File: src/htw_pkg.sv
// Types and constants of the hierarchical timer wheel
package htw_pkg;

    localparam int ID_W       = 5;
    localparam int TIME_W     = 64;
    localparam int OP_W       = 2;
    localparam int NUM_LEVELS = 4;
    localparam int LVL_W      = 2;
    localparam int PADDR_W    = 4;
    localparam int PDATA_W    = 64;

    localparam logic [OP_W-1:0] OP_ADD    = 2'd0;
    localparam logic [OP_W-1:0] OP_REMOVE = 2'd1;
    localparam logic [OP_W-1:0] OP_TICK   = 2'd2;
    localparam logic [OP_W-1:0] OP_NONE   = 2'd3;

    localparam logic [0:0] REG_START_TIME = 1'b0;

    localparam logic [TIME_W-1:0] TOP_CLAMP = 64'h0000_0000_ffff_ffff;

    typedef struct packed {
        logic [OP_W-1:0]   operation;
        logic [ID_W-1:0]   timer_id;
        logic [TIME_W-1:0] expiry;
    } op_beat_t;

    typedef struct packed {
        logic [ID_W-1:0]   fired_timer;
        logic [TIME_W-1:0] fire_time;
        logic              last;
    } fire_beat_t;

    typedef struct packed {
        logic accept;
        logic start_tick;
        logic walk_first;
        logic walk_next;
        logic level_next;
        logic place_from_ram;
        logic place_calc;
        logic place_write;
        logic fire;
        logic flush;
        logic advance;
    } htw_cmd_t;

    typedef struct packed {
        logic [OP_W-1:0] in_op;
        logic            in_id_ok;
        logic            root_zero;
        logic            level_zero;
        logic            last_level;
        logic            walk_last;
        logic            entry_valid;
        logic            cascade_hit;
        logic            fire_hit;
        logic            held_valid;
        logic            out_free;
    } htw_status_t;

endpackage

File: src/hierarchical_timer_wheel.sv
// Top level of the hierarchical timer wheel
//
//   channel   signals                          direction  beat
//   op        op_valid / op_stall / op_beat    in         add, remove or tick
//   fire      fire_valid / fire_stall / fire_beat out     one expired timer
//   config    APB psel/penable/pwrite/paddr    in         start_time at 0x0
//
// Remove completes at accept, add goes through a calc and a write state; a tick is
// accepted, then runs up to four cascade passes when the root index wraps, one fire
// pass and a flush. A pass walks MAX_TIMERS entries, waiting on live ones, rewriting cascaded ones.
// Reset clears time, valid bits and the sequencer; entry RAM needs no clearing.
// A stalled fire beat holds the walk until the result register frees.
module hierarchical_timer_wheel
    import htw_pkg::*;
#(
    parameter int MAX_TIMERS = 32,
    parameter int ROOT_BITS  = 8,
    parameter int LEVEL_BITS = 6
) (
    input  logic               clk,
    input  logic               rst_n,
    input  logic               op_valid,
    output logic               op_stall,
    input  op_beat_t           op_beat,
    output logic               fire_valid,
    input  logic               fire_stall,
    output fire_beat_t         fire_beat,
    input  logic               psel,
    input  logic               penable,
    input  logic               pwrite,
    input  logic [PADDR_W-1:0] paddr,
    input  logic [PDATA_W-1:0] pwdata,
    output logic [PDATA_W-1:0] prdata,
    output logic               pready
);

    htw_cmd_t    cmd;
    htw_status_t status;

    htw_ctrl u_ctrl (
        .clk      (clk),
        .rst_n    (rst_n),
        .op_valid (op_valid),
        .op_stall (op_stall),
        .status   (status),
        .cmd      (cmd)
    );

    htw_dp #(
        .MAX_TIMERS (MAX_TIMERS),
        .ROOT_BITS  (ROOT_BITS),
        .LEVEL_BITS (LEVEL_BITS)
    ) u_dp (
        .clk        (clk),
        .rst_n      (rst_n),
        .op_beat    (op_beat),
        .fire_beat  (fire_beat),
        .fire_valid (fire_valid),
        .fire_stall (fire_stall),
        .psel       (psel),
        .penable    (penable),
        .pwrite     (pwrite),
        .paddr      (paddr),
        .pwdata     (pwdata),
        .prdata     (prdata),
        .pready     (pready),
        .cmd        (cmd),
        .status     (status)
    );

endmodule

File: src/htw_ram.sv
// Generic single-write, single-read RAM with registered read data
module htw_ram #(
    parameter int WIDTH = 8,
    parameter int DEPTH = 16,
    localparam int AW = (DEPTH > 1) ? $clog2(DEPTH) : 1
) (
    input  logic             clk,
    input  logic             we,
    input  logic [AW-1:0]    waddr,
    input  logic [WIDTH-1:0] wdata,
    input  logic [AW-1:0]    raddr,
    output logic [WIDTH-1:0] rdata
);

    logic [WIDTH-1:0] mem [DEPTH];
    logic [WIDTH-1:0] rdata_reg;

    always_ff @(posedge clk)
    begin
        if (we)
        begin
            mem[waddr] <= wdata;
        end
        rdata_reg <= mem[raddr];
    end

    assign rdata = rdata_reg;

endmodule

File: src/htw_ctrl.sv
// Sequencer of the timer wheel: add, remove, cascade and fire passes
module htw_ctrl
    import htw_pkg::*;
(
    input  logic        clk,
    input  logic        rst_n,
    input  logic        op_valid,
    output logic        op_stall,
    input  htw_status_t status,
    output htw_cmd_t    cmd
);

    localparam logic [3:0] S_IDLE      = 4'd0;
    localparam logic [3:0] S_ADD_CALC  = 4'd1;
    localparam logic [3:0] S_ADD_WRITE = 4'd2;
    localparam logic [3:0] S_CAS_READ  = 4'd3;
    localparam logic [3:0] S_CAS_WAIT  = 4'd4;
    localparam logic [3:0] S_CAS_WRITE = 4'd5;
    localparam logic [3:0] S_FIRE_READ = 4'd6;
    localparam logic [3:0] S_FIRE_WAIT = 4'd7;
    localparam logic [3:0] S_FLUSH     = 4'd8;

    logic [3:0] state_reg;
    logic [3:0] state_next;
    logic       cas_step;
    logic       fire_step;

    always_comb
    begin
        cmd        = '0;
        state_next = state_reg;
        cas_step   = 1'b0;
        fire_step  = 1'b0;
        unique case (state_reg)
            S_IDLE:
            begin
                if (op_valid)
                begin
                    cmd.accept = 1'b1;
                    case (status.in_op)
                        OP_ADD:
                        begin
                            if (status.in_id_ok)
                            begin
                                state_next = S_ADD_CALC;
                            end
                        end
                        OP_TICK:
                        begin
                            cmd.start_tick = 1'b1;
                            if (status.root_zero)
                            begin
                                state_next = S_CAS_READ;
                            end
                            else
                            begin
                                cmd.advance = 1'b1;
                                state_next  = S_FIRE_READ;
                            end
                        end
                        default:
                        begin
                            state_next = S_IDLE;
                        end
                    endcase
                end
            end
            S_ADD_CALC:
            begin
                cmd.place_calc = 1'b1;
                state_next     = S_ADD_WRITE;
            end
            S_ADD_WRITE:
            begin
                cmd.place_write = 1'b1;
                state_next      = S_IDLE;
            end
            S_CAS_READ:
            begin
                if (status.entry_valid)
                begin
                    state_next = S_CAS_WAIT;
                end
                else
                begin
                    cas_step = 1'b1;
                end
            end
            S_CAS_WAIT:
            begin
                if (status.cascade_hit)
                begin
                    cmd.place_calc     = 1'b1;
                    cmd.place_from_ram = 1'b1;
                    state_next         = S_CAS_WRITE;
                end
                else
                begin
                    cas_step = 1'b1;
                end
            end
            S_CAS_WRITE:
            begin
                cmd.place_write = 1'b1;
                cas_step        = 1'b1;
            end
            S_FIRE_READ:
            begin
                if (status.entry_valid)
                begin
                    state_next = S_FIRE_WAIT;
                end
                else
                begin
                    fire_step = 1'b1;
                end
            end
            S_FIRE_WAIT:
            begin
                if (!status.fire_hit)
                begin
                    fire_step = 1'b1;
                end
                else if (!status.held_valid || status.out_free)
                begin
                    cmd.fire  = 1'b1;
                    fire_step = 1'b1;
                end
            end
            S_FLUSH:
            begin
                if (!status.held_valid)
                begin
                    state_next = S_IDLE;
                end
                else if (status.out_free)
                begin
                    cmd.flush  = 1'b1;
                    state_next = S_IDLE;
                end
            end
            default:
            begin
                state_next = S_IDLE;
            end
        endcase

        if (cas_step)
        begin
            if (!status.walk_last)
            begin
                cmd.walk_next = 1'b1;
                state_next    = S_CAS_READ;
            end
            else if (status.level_zero && !status.last_level)
            begin
                cmd.level_next = 1'b1;
                cmd.walk_first = 1'b1;
                state_next     = S_CAS_READ;
            end
            else
            begin
                cmd.advance    = 1'b1;
                cmd.walk_first = 1'b1;
                state_next     = S_FIRE_READ;
            end
        end

        if (fire_step)
        begin
            if (!status.walk_last)
            begin
                cmd.walk_next = 1'b1;
                state_next    = S_FIRE_READ;
            end
            else
            begin
                state_next = S_FLUSH;
            end
        end
    end

    always_ff @(posedge clk or negedge rst_n)
    begin
        if (!rst_n)
        begin
            state_reg <= S_IDLE;
        end
        else
        begin
            state_reg <= state_next;
        end
    end

    assign op_stall = (state_reg != S_IDLE);

endmodule

File: src/htw_dp.sv
// Datapath of the timer wheel: time, entry table, placement and result register
module htw_dp
    import htw_pkg::*;
#(
    parameter int MAX_TIMERS = 32,
    parameter int ROOT_BITS  = 8,
    parameter int LEVEL_BITS = 6
) (
    input  logic                clk,
    input  logic                rst_n,
    input  op_beat_t            op_beat,
    output fire_beat_t          fire_beat,
    output logic                fire_valid,
    input  logic                fire_stall,
    input  logic                psel,
    input  logic                penable,
    input  logic                pwrite,
    input  logic [PADDR_W-1:0]  paddr,
    input  logic [PDATA_W-1:0]  pwdata,
    output logic [PDATA_W-1:0]  prdata,
    output logic                pready,
    input  htw_cmd_t            cmd,
    output htw_status_t         status
);

    localparam int ROOT_SIZE  = 1 << ROOT_BITS;
    localparam int LEVEL_SIZE = 1 << LEVEL_BITS;
    localparam int SLOT_W     = $clog2(ROOT_SIZE + NUM_LEVELS * LEVEL_SIZE);
    localparam int IDX_W      = (MAX_TIMERS > 1) ? $clog2(MAX_TIMERS) : 1;
    localparam int ENTRY_W    = TIME_W + SLOT_W;
    localparam int TOP_SHIFT  = ROOT_BITS + (NUM_LEVELS - 1) * LEVEL_BITS;

    logic [TIME_W-1:0]     start_time_reg;
    logic [TIME_W-1:0]     cur_time_reg;
    logic [TIME_W-1:0]     tick_time_reg;
    logic [MAX_TIMERS-1:0] valid_reg;
    logic [IDX_W-1:0]      idx_reg;
    logic [LVL_W-1:0]      lvl_reg;
    logic [IDX_W-1:0]      op_id_reg;
    logic [TIME_W-1:0]     op_exp_reg;
    logic [IDX_W-1:0]      place_id_reg;
    logic [TIME_W-1:0]     place_exp_reg;
    logic [TIME_W-1:0]     dist_reg;
    logic                  held_valid_reg;
    logic [IDX_W-1:0]      held_id_reg;
    logic                  fire_valid_reg;
    fire_beat_t            fire_beat_reg;

    logic                  cfg_wr;
    logic                  in_id_ok;
    logic [IDX_W-1:0]      in_idx;
    logic [ENTRY_W-1:0]    rd_entry;
    logic [TIME_W-1:0]     rd_exp;
    logic [SLOT_W-1:0]     rd_slot;
    logic [TIME_W-1:0]     place_exp_sel;
    logic [IDX_W-1:0]      place_id_sel;
    logic [LEVEL_BITS-1:0] lvl_index [NUM_LEVELS];
    logic [LEVEL_BITS-1:0] lvl_index_sel;
    logic [SLOT_W-1:0]     cas_target;
    logic [SLOT_W-1:0]     root_target;
    logic                  fits_root;
    logic [NUM_LEVELS-2:0] fits_lvl;
    logic [TIME_W-1:0]     dist_clamped;
    logic [TIME_W-1:0]     top_sum;
    logic [SLOT_W-1:0]     slot_calc;
    logic                  out_free;
    logic                  out_load;

    assign cfg_wr   = psel && penable && pwrite && pready && (paddr[3] == REG_START_TIME);
    assign pready   = 1'b1;
    assign prdata   = (paddr[3] == REG_START_TIME) ? start_time_reg : '0;
    assign in_id_ok = 32'(op_beat.timer_id) < MAX_TIMERS;
    assign in_idx   = IDX_W'(op_beat.timer_id);

    htw_ram #(
        .WIDTH (ENTRY_W),
        .DEPTH (MAX_TIMERS)
    ) u_entry_ram (
        .clk   (clk),
        .we    (cmd.place_write),
        .waddr (place_id_reg),
        .wdata ({place_exp_reg, slot_calc}),
        .raddr (idx_reg),
        .rdata (rd_entry)
    );

    assign rd_exp  = rd_entry[SLOT_W +: TIME_W];
    assign rd_slot = rd_entry[SLOT_W-1:0];

    always_comb
    begin
        for (int n = 0; n < NUM_LEVELS; n++)
        begin
            lvl_index[n] = tick_time_reg[ROOT_BITS + n * LEVEL_BITS +: LEVEL_BITS];
        end
        lvl_index_sel = lvl_index[lvl_reg];
        cas_target    = SLOT_W'(ROOT_SIZE) + (SLOT_W'(lvl_reg) << LEVEL_BITS)
                      + SLOT_W'(lvl_index_sel);
        root_target   = SLOT_W'(tick_time_reg[ROOT_BITS-1:0]);
    end

    assign place_exp_sel = cmd.place_from_ram ? rd_exp : op_exp_reg;
    assign place_id_sel  = cmd.place_from_ram ? idx_reg : op_id_reg;

    always_comb
    begin
        fits_root = (dist_reg >> ROOT_BITS) == '0;
        for (int n = 0; n < NUM_LEVELS - 1; n++)
        begin
            fits_lvl[n] = (dist_reg >> (ROOT_BITS + (n + 1) * LEVEL_BITS)) == '0;
        end
        dist_clamped = (dist_reg[TIME_W-1:32] != '0) ? TOP_CLAMP : dist_reg;
        top_sum      = cur_time_reg + dist_clamped;
        slot_calc    = SLOT_W'(ROOT_SIZE + (NUM_LEVELS - 1) * LEVEL_SIZE)
                     + SLOT_W'(top_sum[TOP_SHIFT +: LEVEL_BITS]);
        if (dist_reg[TIME_W-1])
        begin
            slot_calc = SLOT_W'(cur_time_reg[ROOT_BITS-1:0]);
        end
        for (int n = NUM_LEVELS - 2; n >= 0; n--)
        begin
            if (fits_lvl[n])
            begin
                slot_calc = SLOT_W'(ROOT_SIZE + n * LEVEL_SIZE)
                          + SLOT_W'(place_exp_reg[ROOT_BITS + n * LEVEL_BITS +: LEVEL_BITS]);
            end
        end
        if (fits_root)
        begin
            slot_calc = SLOT_W'(place_exp_reg[ROOT_BITS-1:0]);
        end
    end

    assign out_free = !fire_valid_reg || !fire_stall;
    assign out_load = (cmd.fire && held_valid_reg) || cmd.flush;

    always_ff @(posedge clk or negedge rst_n)
    begin
        if (!rst_n)
        begin
            start_time_reg <= '0;
            cur_time_reg   <= '0;
            valid_reg      <= '0;
            idx_reg        <= '0;
            lvl_reg        <= '0;
            held_valid_reg <= 1'b0;
            fire_valid_reg <= 1'b0;
        end
        else
        begin
            if (cfg_wr)
            begin
                start_time_reg <= pwdata;
                cur_time_reg   <= pwdata;
            end
            else if (cmd.advance)
            begin
                cur_time_reg <= cur_time_reg + 1'b1;
            end

            if (cmd.accept && op_beat.operation == OP_REMOVE && in_id_ok)
            begin
                valid_reg[in_idx] <= 1'b0;
            end
            if (cmd.place_write)
            begin
                valid_reg[place_id_reg] <= 1'b1;
            end
            if (cmd.fire)
            begin
                valid_reg[idx_reg] <= 1'b0;
            end

            if (cmd.start_tick || cmd.walk_first)
            begin
                idx_reg <= '0;
            end
            else if (cmd.walk_next)
            begin
                idx_reg <= idx_reg + 1'b1;
            end

            if (cmd.start_tick)
            begin
                lvl_reg <= '0;
            end
            else if (cmd.level_next)
            begin
                lvl_reg <= lvl_reg + 1'b1;
            end

            if (cmd.fire)
            begin
                held_valid_reg <= 1'b1;
            end
            else if (cmd.flush)
            begin
                held_valid_reg <= 1'b0;
            end

            if (out_load)
            begin
                fire_valid_reg <= 1'b1;
            end
            else if (!fire_stall)
            begin
                fire_valid_reg <= 1'b0;
            end
        end
    end

    always_ff @(posedge clk)
    begin
        if (cmd.accept)
        begin
            op_id_reg  <= in_idx;
            op_exp_reg <= op_beat.expiry;
        end
        if (cmd.start_tick)
        begin
            tick_time_reg <= cur_time_reg;
        end
        if (cmd.place_calc)
        begin
            place_id_reg  <= place_id_sel;
            place_exp_reg <= place_exp_sel;
            dist_reg      <= place_exp_sel - cur_time_reg;
        end
        if (cmd.fire)
        begin
            held_id_reg <= idx_reg;
        end
        if (out_load)
        begin
            fire_beat_reg.fired_timer <= ID_W'(held_id_reg);
            fire_beat_reg.fire_time   <= tick_time_reg;
            fire_beat_reg.last        <= cmd.flush;
        end
    end

    assign fire_valid = fire_valid_reg;
    assign fire_beat  = fire_beat_reg;

    assign status.in_op       = op_beat.operation;
    assign status.in_id_ok    = in_id_ok;
    assign status.root_zero   = cur_time_reg[ROOT_BITS-1:0] == '0;
    assign status.level_zero  = lvl_index_sel == '0;
    assign status.last_level  = lvl_reg == LVL_W'(NUM_LEVELS - 1);
    assign status.walk_last   = idx_reg == IDX_W'(MAX_TIMERS - 1);
    assign status.entry_valid = valid_reg[idx_reg];
    assign status.cascade_hit = valid_reg[idx_reg] && (rd_slot == cas_target);
    assign status.fire_hit    = valid_reg[idx_reg] && (rd_slot == root_target);
    assign status.held_valid  = held_valid_reg;
    assign status.out_free    = out_free;

endmodule

File: config.mk
export PLATFORM = sky130hd
export DESIGN_NAME = hierarchical_timer_wheel
export DESIGN_NICKNAME = d
export VERILOG_FILES = /design/src/htw_pkg.sv /design/src/hierarchical_timer_wheel.sv /design/src/htw_ram.sv /design/src/htw_ctrl.sv /design/src/htw_dp.sv
export SDC_FILE = /design/constraint.sdc
export NUM_CORES = 2
export LEC_CHECK = 0
export ABC_AREA = 1
export BUFFER_PORTS_ARGS = -buffer_cell sky130_fd_sc_hd__clkbuf_2
export CORE_MARGIN = 5
export CORE_UTILIZATION = 45
export CTS_CLUSTER_DIAMETER = 40
export DETAILED_ROUTE_END_ITERATION = 16
export GPL_TIMING_DRIVEN = 0
export PLACE_DENSITY = 0.64
export SETUP_SLACK_MARGIN = 0.2
export SLEW_MARGIN = 40
export SYNTH_ARGS = -nofsm -noshare
export SYNTH_HDL_FRONTEND = slang
export SYNTH_HIERARCHICAL = 1
export SYNTH_SLANG_ARGS = --single-unit
File: constraint.sdc
create_clock -name clk -period 12.65 [get_ports clk]
set_clock_uncertainty 0.1 [all_clocks]
set_input_delay 1.8975 -clock clk [delete_from_list [all_inputs] [get_ports clk]]
set_output_delay 1.8975 -clock clk [all_outputs]
set_load 0.01 [all_outputs]
==> results.toml <==
[clocking]
post-cts-setup-buffer-count = 0
cts-htree-levels = 5
clk_path_buf_depth = 4
clk_latency_ns = 1.00
numCtsBuffers = 402
post_cts_resized = 0
cts.sinks = 2923
cts_tree = "built"
clk_pin_slew_worst_paths_ns = 0.06
cts-root-buf = "clkbuf_16"
holdBufCountCts = 0

[floorplan]
die_h_um = 531
core-area_um2 = 271000
fp.dieW_um = 531
rows = 191
design.die.area_um2 = 282000
start_util_pct = 45.2
ios = 283

[drt]
drt_iter0_markers = 15100
routedWlPerCell_um = 30.8
ant_nets = 0
wl_um = 482000
vias = 95400
firstDrtPassIters = 6
routed_via_density = 6.11
drc = 0

[logic_synthesis]
ys_types = 64
synth_top_area_share_pct = 65.7
ys_ff_latch = 2923
syn-cell-area_um2 = 122000
synth_area_leader_cell = "edfxtp_1"
synth_cells = 10600
synth_area_leaders = "edfxtp_1 (66%), nand2_1 (9.8%), nand3_1 (8.8%)"
yosysMostFrequentCell = "nand2_1"
yosysSeqAreaShare_pct = 70.4
async_reset_ff_share_pct = 5.92
synth_edf_count = 2677
ys.flop_type = "edfxtp_1"
ys_warn_count = 6
syn_avg_cell_area_um2 = 11.5
ys_top_cells_by_count = "nand2_1 (3,203), edfxtp_1 (2,677), nand3_1 (2,158), nor2_1 (380), inv_1 (325)"

[setup_path]
arrival_ns = 8.81
worst_path_largest_cell_delay_ns = 0.63
cp.required_ns = 13.22
cp-start-kind = "register"
path_class = "reg -> reg"
cp-end-kind = "register"
slowest_stage = "dfrtp_1"
cp_common_cell = "nand2_1"
critical_path.max_fanout = 10

[timing]
setup_viol = 0
hold_violations = 0
fin_crit_sh_pct = 65.1
drv_slew = 0
setup_slack_ns = 4.41
rsz0062_at_grt = "no"
fmax_ghz = 0.121
post-route-min-period_ns = 8.24
maxSlewHeadroom_pct = 35.1
tightestPinTransition_ns = 0.973

[global_routing]
grt_pass1_wl_um = 668000
grt_usage_pct = 32.9
grt.overflow.total = 0
grt_pass1_vias = 90600
grt_start_max_net_pins = 63
antenna_found_initial = 41

[placement]
gp_congestion = 0.946
pre_cts_ws_ns = 4.59
postPlaceCellArea_um2 = 136000
hpwl_um = 349000
port_buffers = 278

[layout]
fin_area_um2 = 150000
multi_input_area_um2 = 32300
fillCellCount = 22200
largest_reg_flops = 2336
layout-area-overhead-vs-synth_pct = 22.6
seq_area_um2 = 86200
drive_gt1_share_pct = 16.2
nets = 12000

[run]
cap_viol_max_count = 0

[run_status]
status = "complete, no violations"

[power_and_ir_drop]
p_per_area_nw_per_um2 = 251
p_leak_uw = 0.0567
ir_worst_vdd_mv = 0.163

[min_path]
hp-class = "reg -> reg"
-- critical path, delay by kind of cell (launching register included) --
kind,cells,cell delay (ns)
buffers and inverters,8,2.64
AOI/OAI and AO/OA,4,1.33
muxes,1,0.45
and+or+nand+nor,10,2.22
xor gates and xnor gates,1,0.15
DFF,1,0.63
adders and majority gates,1,0.36
-- layout by cell type, fill, tap and decap left out, types with 41 or more instances in the layout --
master / synthesis / final
inv_1: 325 / 324
nand3_1: 2158 / 2155
xor2_1: 99 / 99
buf_8: 1 / 132
mux2_2: 62 / 62
buf_16: 0 / 154
ha_1: 103 / 103
o21ai_0: 177 / 176
dfrtp_1: 173 / 173
buf_6: 46 / 130
nor3_1: 68 / 64
clkbuf_16: 0 / 406
nor2_1: 380 / 343
a31oi_1: 82 / 82
clkinv_2: 0 / 54
bufinv_16: 0 / 49
buf_2: 280 / 306
edfxtp_1: 2677 / 2677
clkbuf_2: 0 / 317
clkbuf_1: 150 / 159
a21oi_1: 196 / 196
buf_4: 39 / 46
clkinv_1: 5 / 46
dfxtp_1: 73 / 73
nor2_4: 7 / 41
nand2_1: 3203 / 3197
-- report_power, final --
group	switching (µW)	leakage, µW	total (µW)	internal (µW)
Combinational	10100	0.0233	13600	3450
Clock	4530	0.00669	11600	7040
Sequential	605	0.0267	12500	11900
-- through the flow --
step	hold WS, ns	std cells	utilization (%)	power (µW)	setup TNS (ns)
after floorplan	0.300	10600	-	19600	0
after global placement	0.303	14500	47.4	25200	-1116.37
after detailed placement	0.305	14900	50.2	25600	0
after CTS	0.317	15600	55.3	37200	0
after global routing	0.332	15600	55.4	38800	0
final	0.317	15600	55.4	37700	0
-- cell families after synthesis --
group           count (synthesis)  share of synthesized area, %
simple gates                 5949                          21.0
compound gates                560                          2.60
fa+ha+maj                     104                          1.07
mux                            62                         0.571
flops                        2923                          70.4
xor+xnor                      121                         0.866
buf+inv                       913                          3.50
other cells                     1                       0.00306
-- worst paths after layout --
kind,from,endpoint,slack [ns],depth (start not counted)
setup reg to reg,u_dp/idx_reg[4],u_dp/dist_reg[58],4.41,25
hold reg to reg,u_dp/tick_time_reg[43],u_dp/fire_beat[44],0.32,0
min in group asynchronous,rst_n,u_dp/start_time_reg[48],0.81,1
hold / removal,u_dp/tick_time_reg[43],u_dp/fire_beat[44],0.32,0
max in group asynchronous,rst_n,u_dp/valid_reg[16],10.90,2
setup / recovery,u_dp/idx_reg[4],u_dp/dist_reg[58],4.41,25
-- per-layer routing --
layer  routed length, µm  up-vias  track usage (%)  share of wire [%]
met4               34200       26             19.4                7.1
met3               70900     1569             10.7                 15
li1                    -    39700                -                  -
met2              206000     7695             48.6                 43
met5                 159        -                0              0.033
met1              171000    46400             42.7                 35
-- area by class of cell --
| cell class | instances | area share, % |
|---|---|---|
| Antenna cell | 20 | 0.0334 |
| Clock buffer | 464 | 6.99 |
| Tap cell | 3570 | 2.98 |
| Multi-Input combinational cell | 6798 | 21.5 |
| Buffer | 575 | 2.06 |
| Clock inverter | 281 | 2.30 |
| Sequential cell | 2923 | 57.5 |
| Timing Repair Buffer | 663 | 5.82 |
| Inverter | 338 | 0.849 |
(Power assumes the default switching activity.)
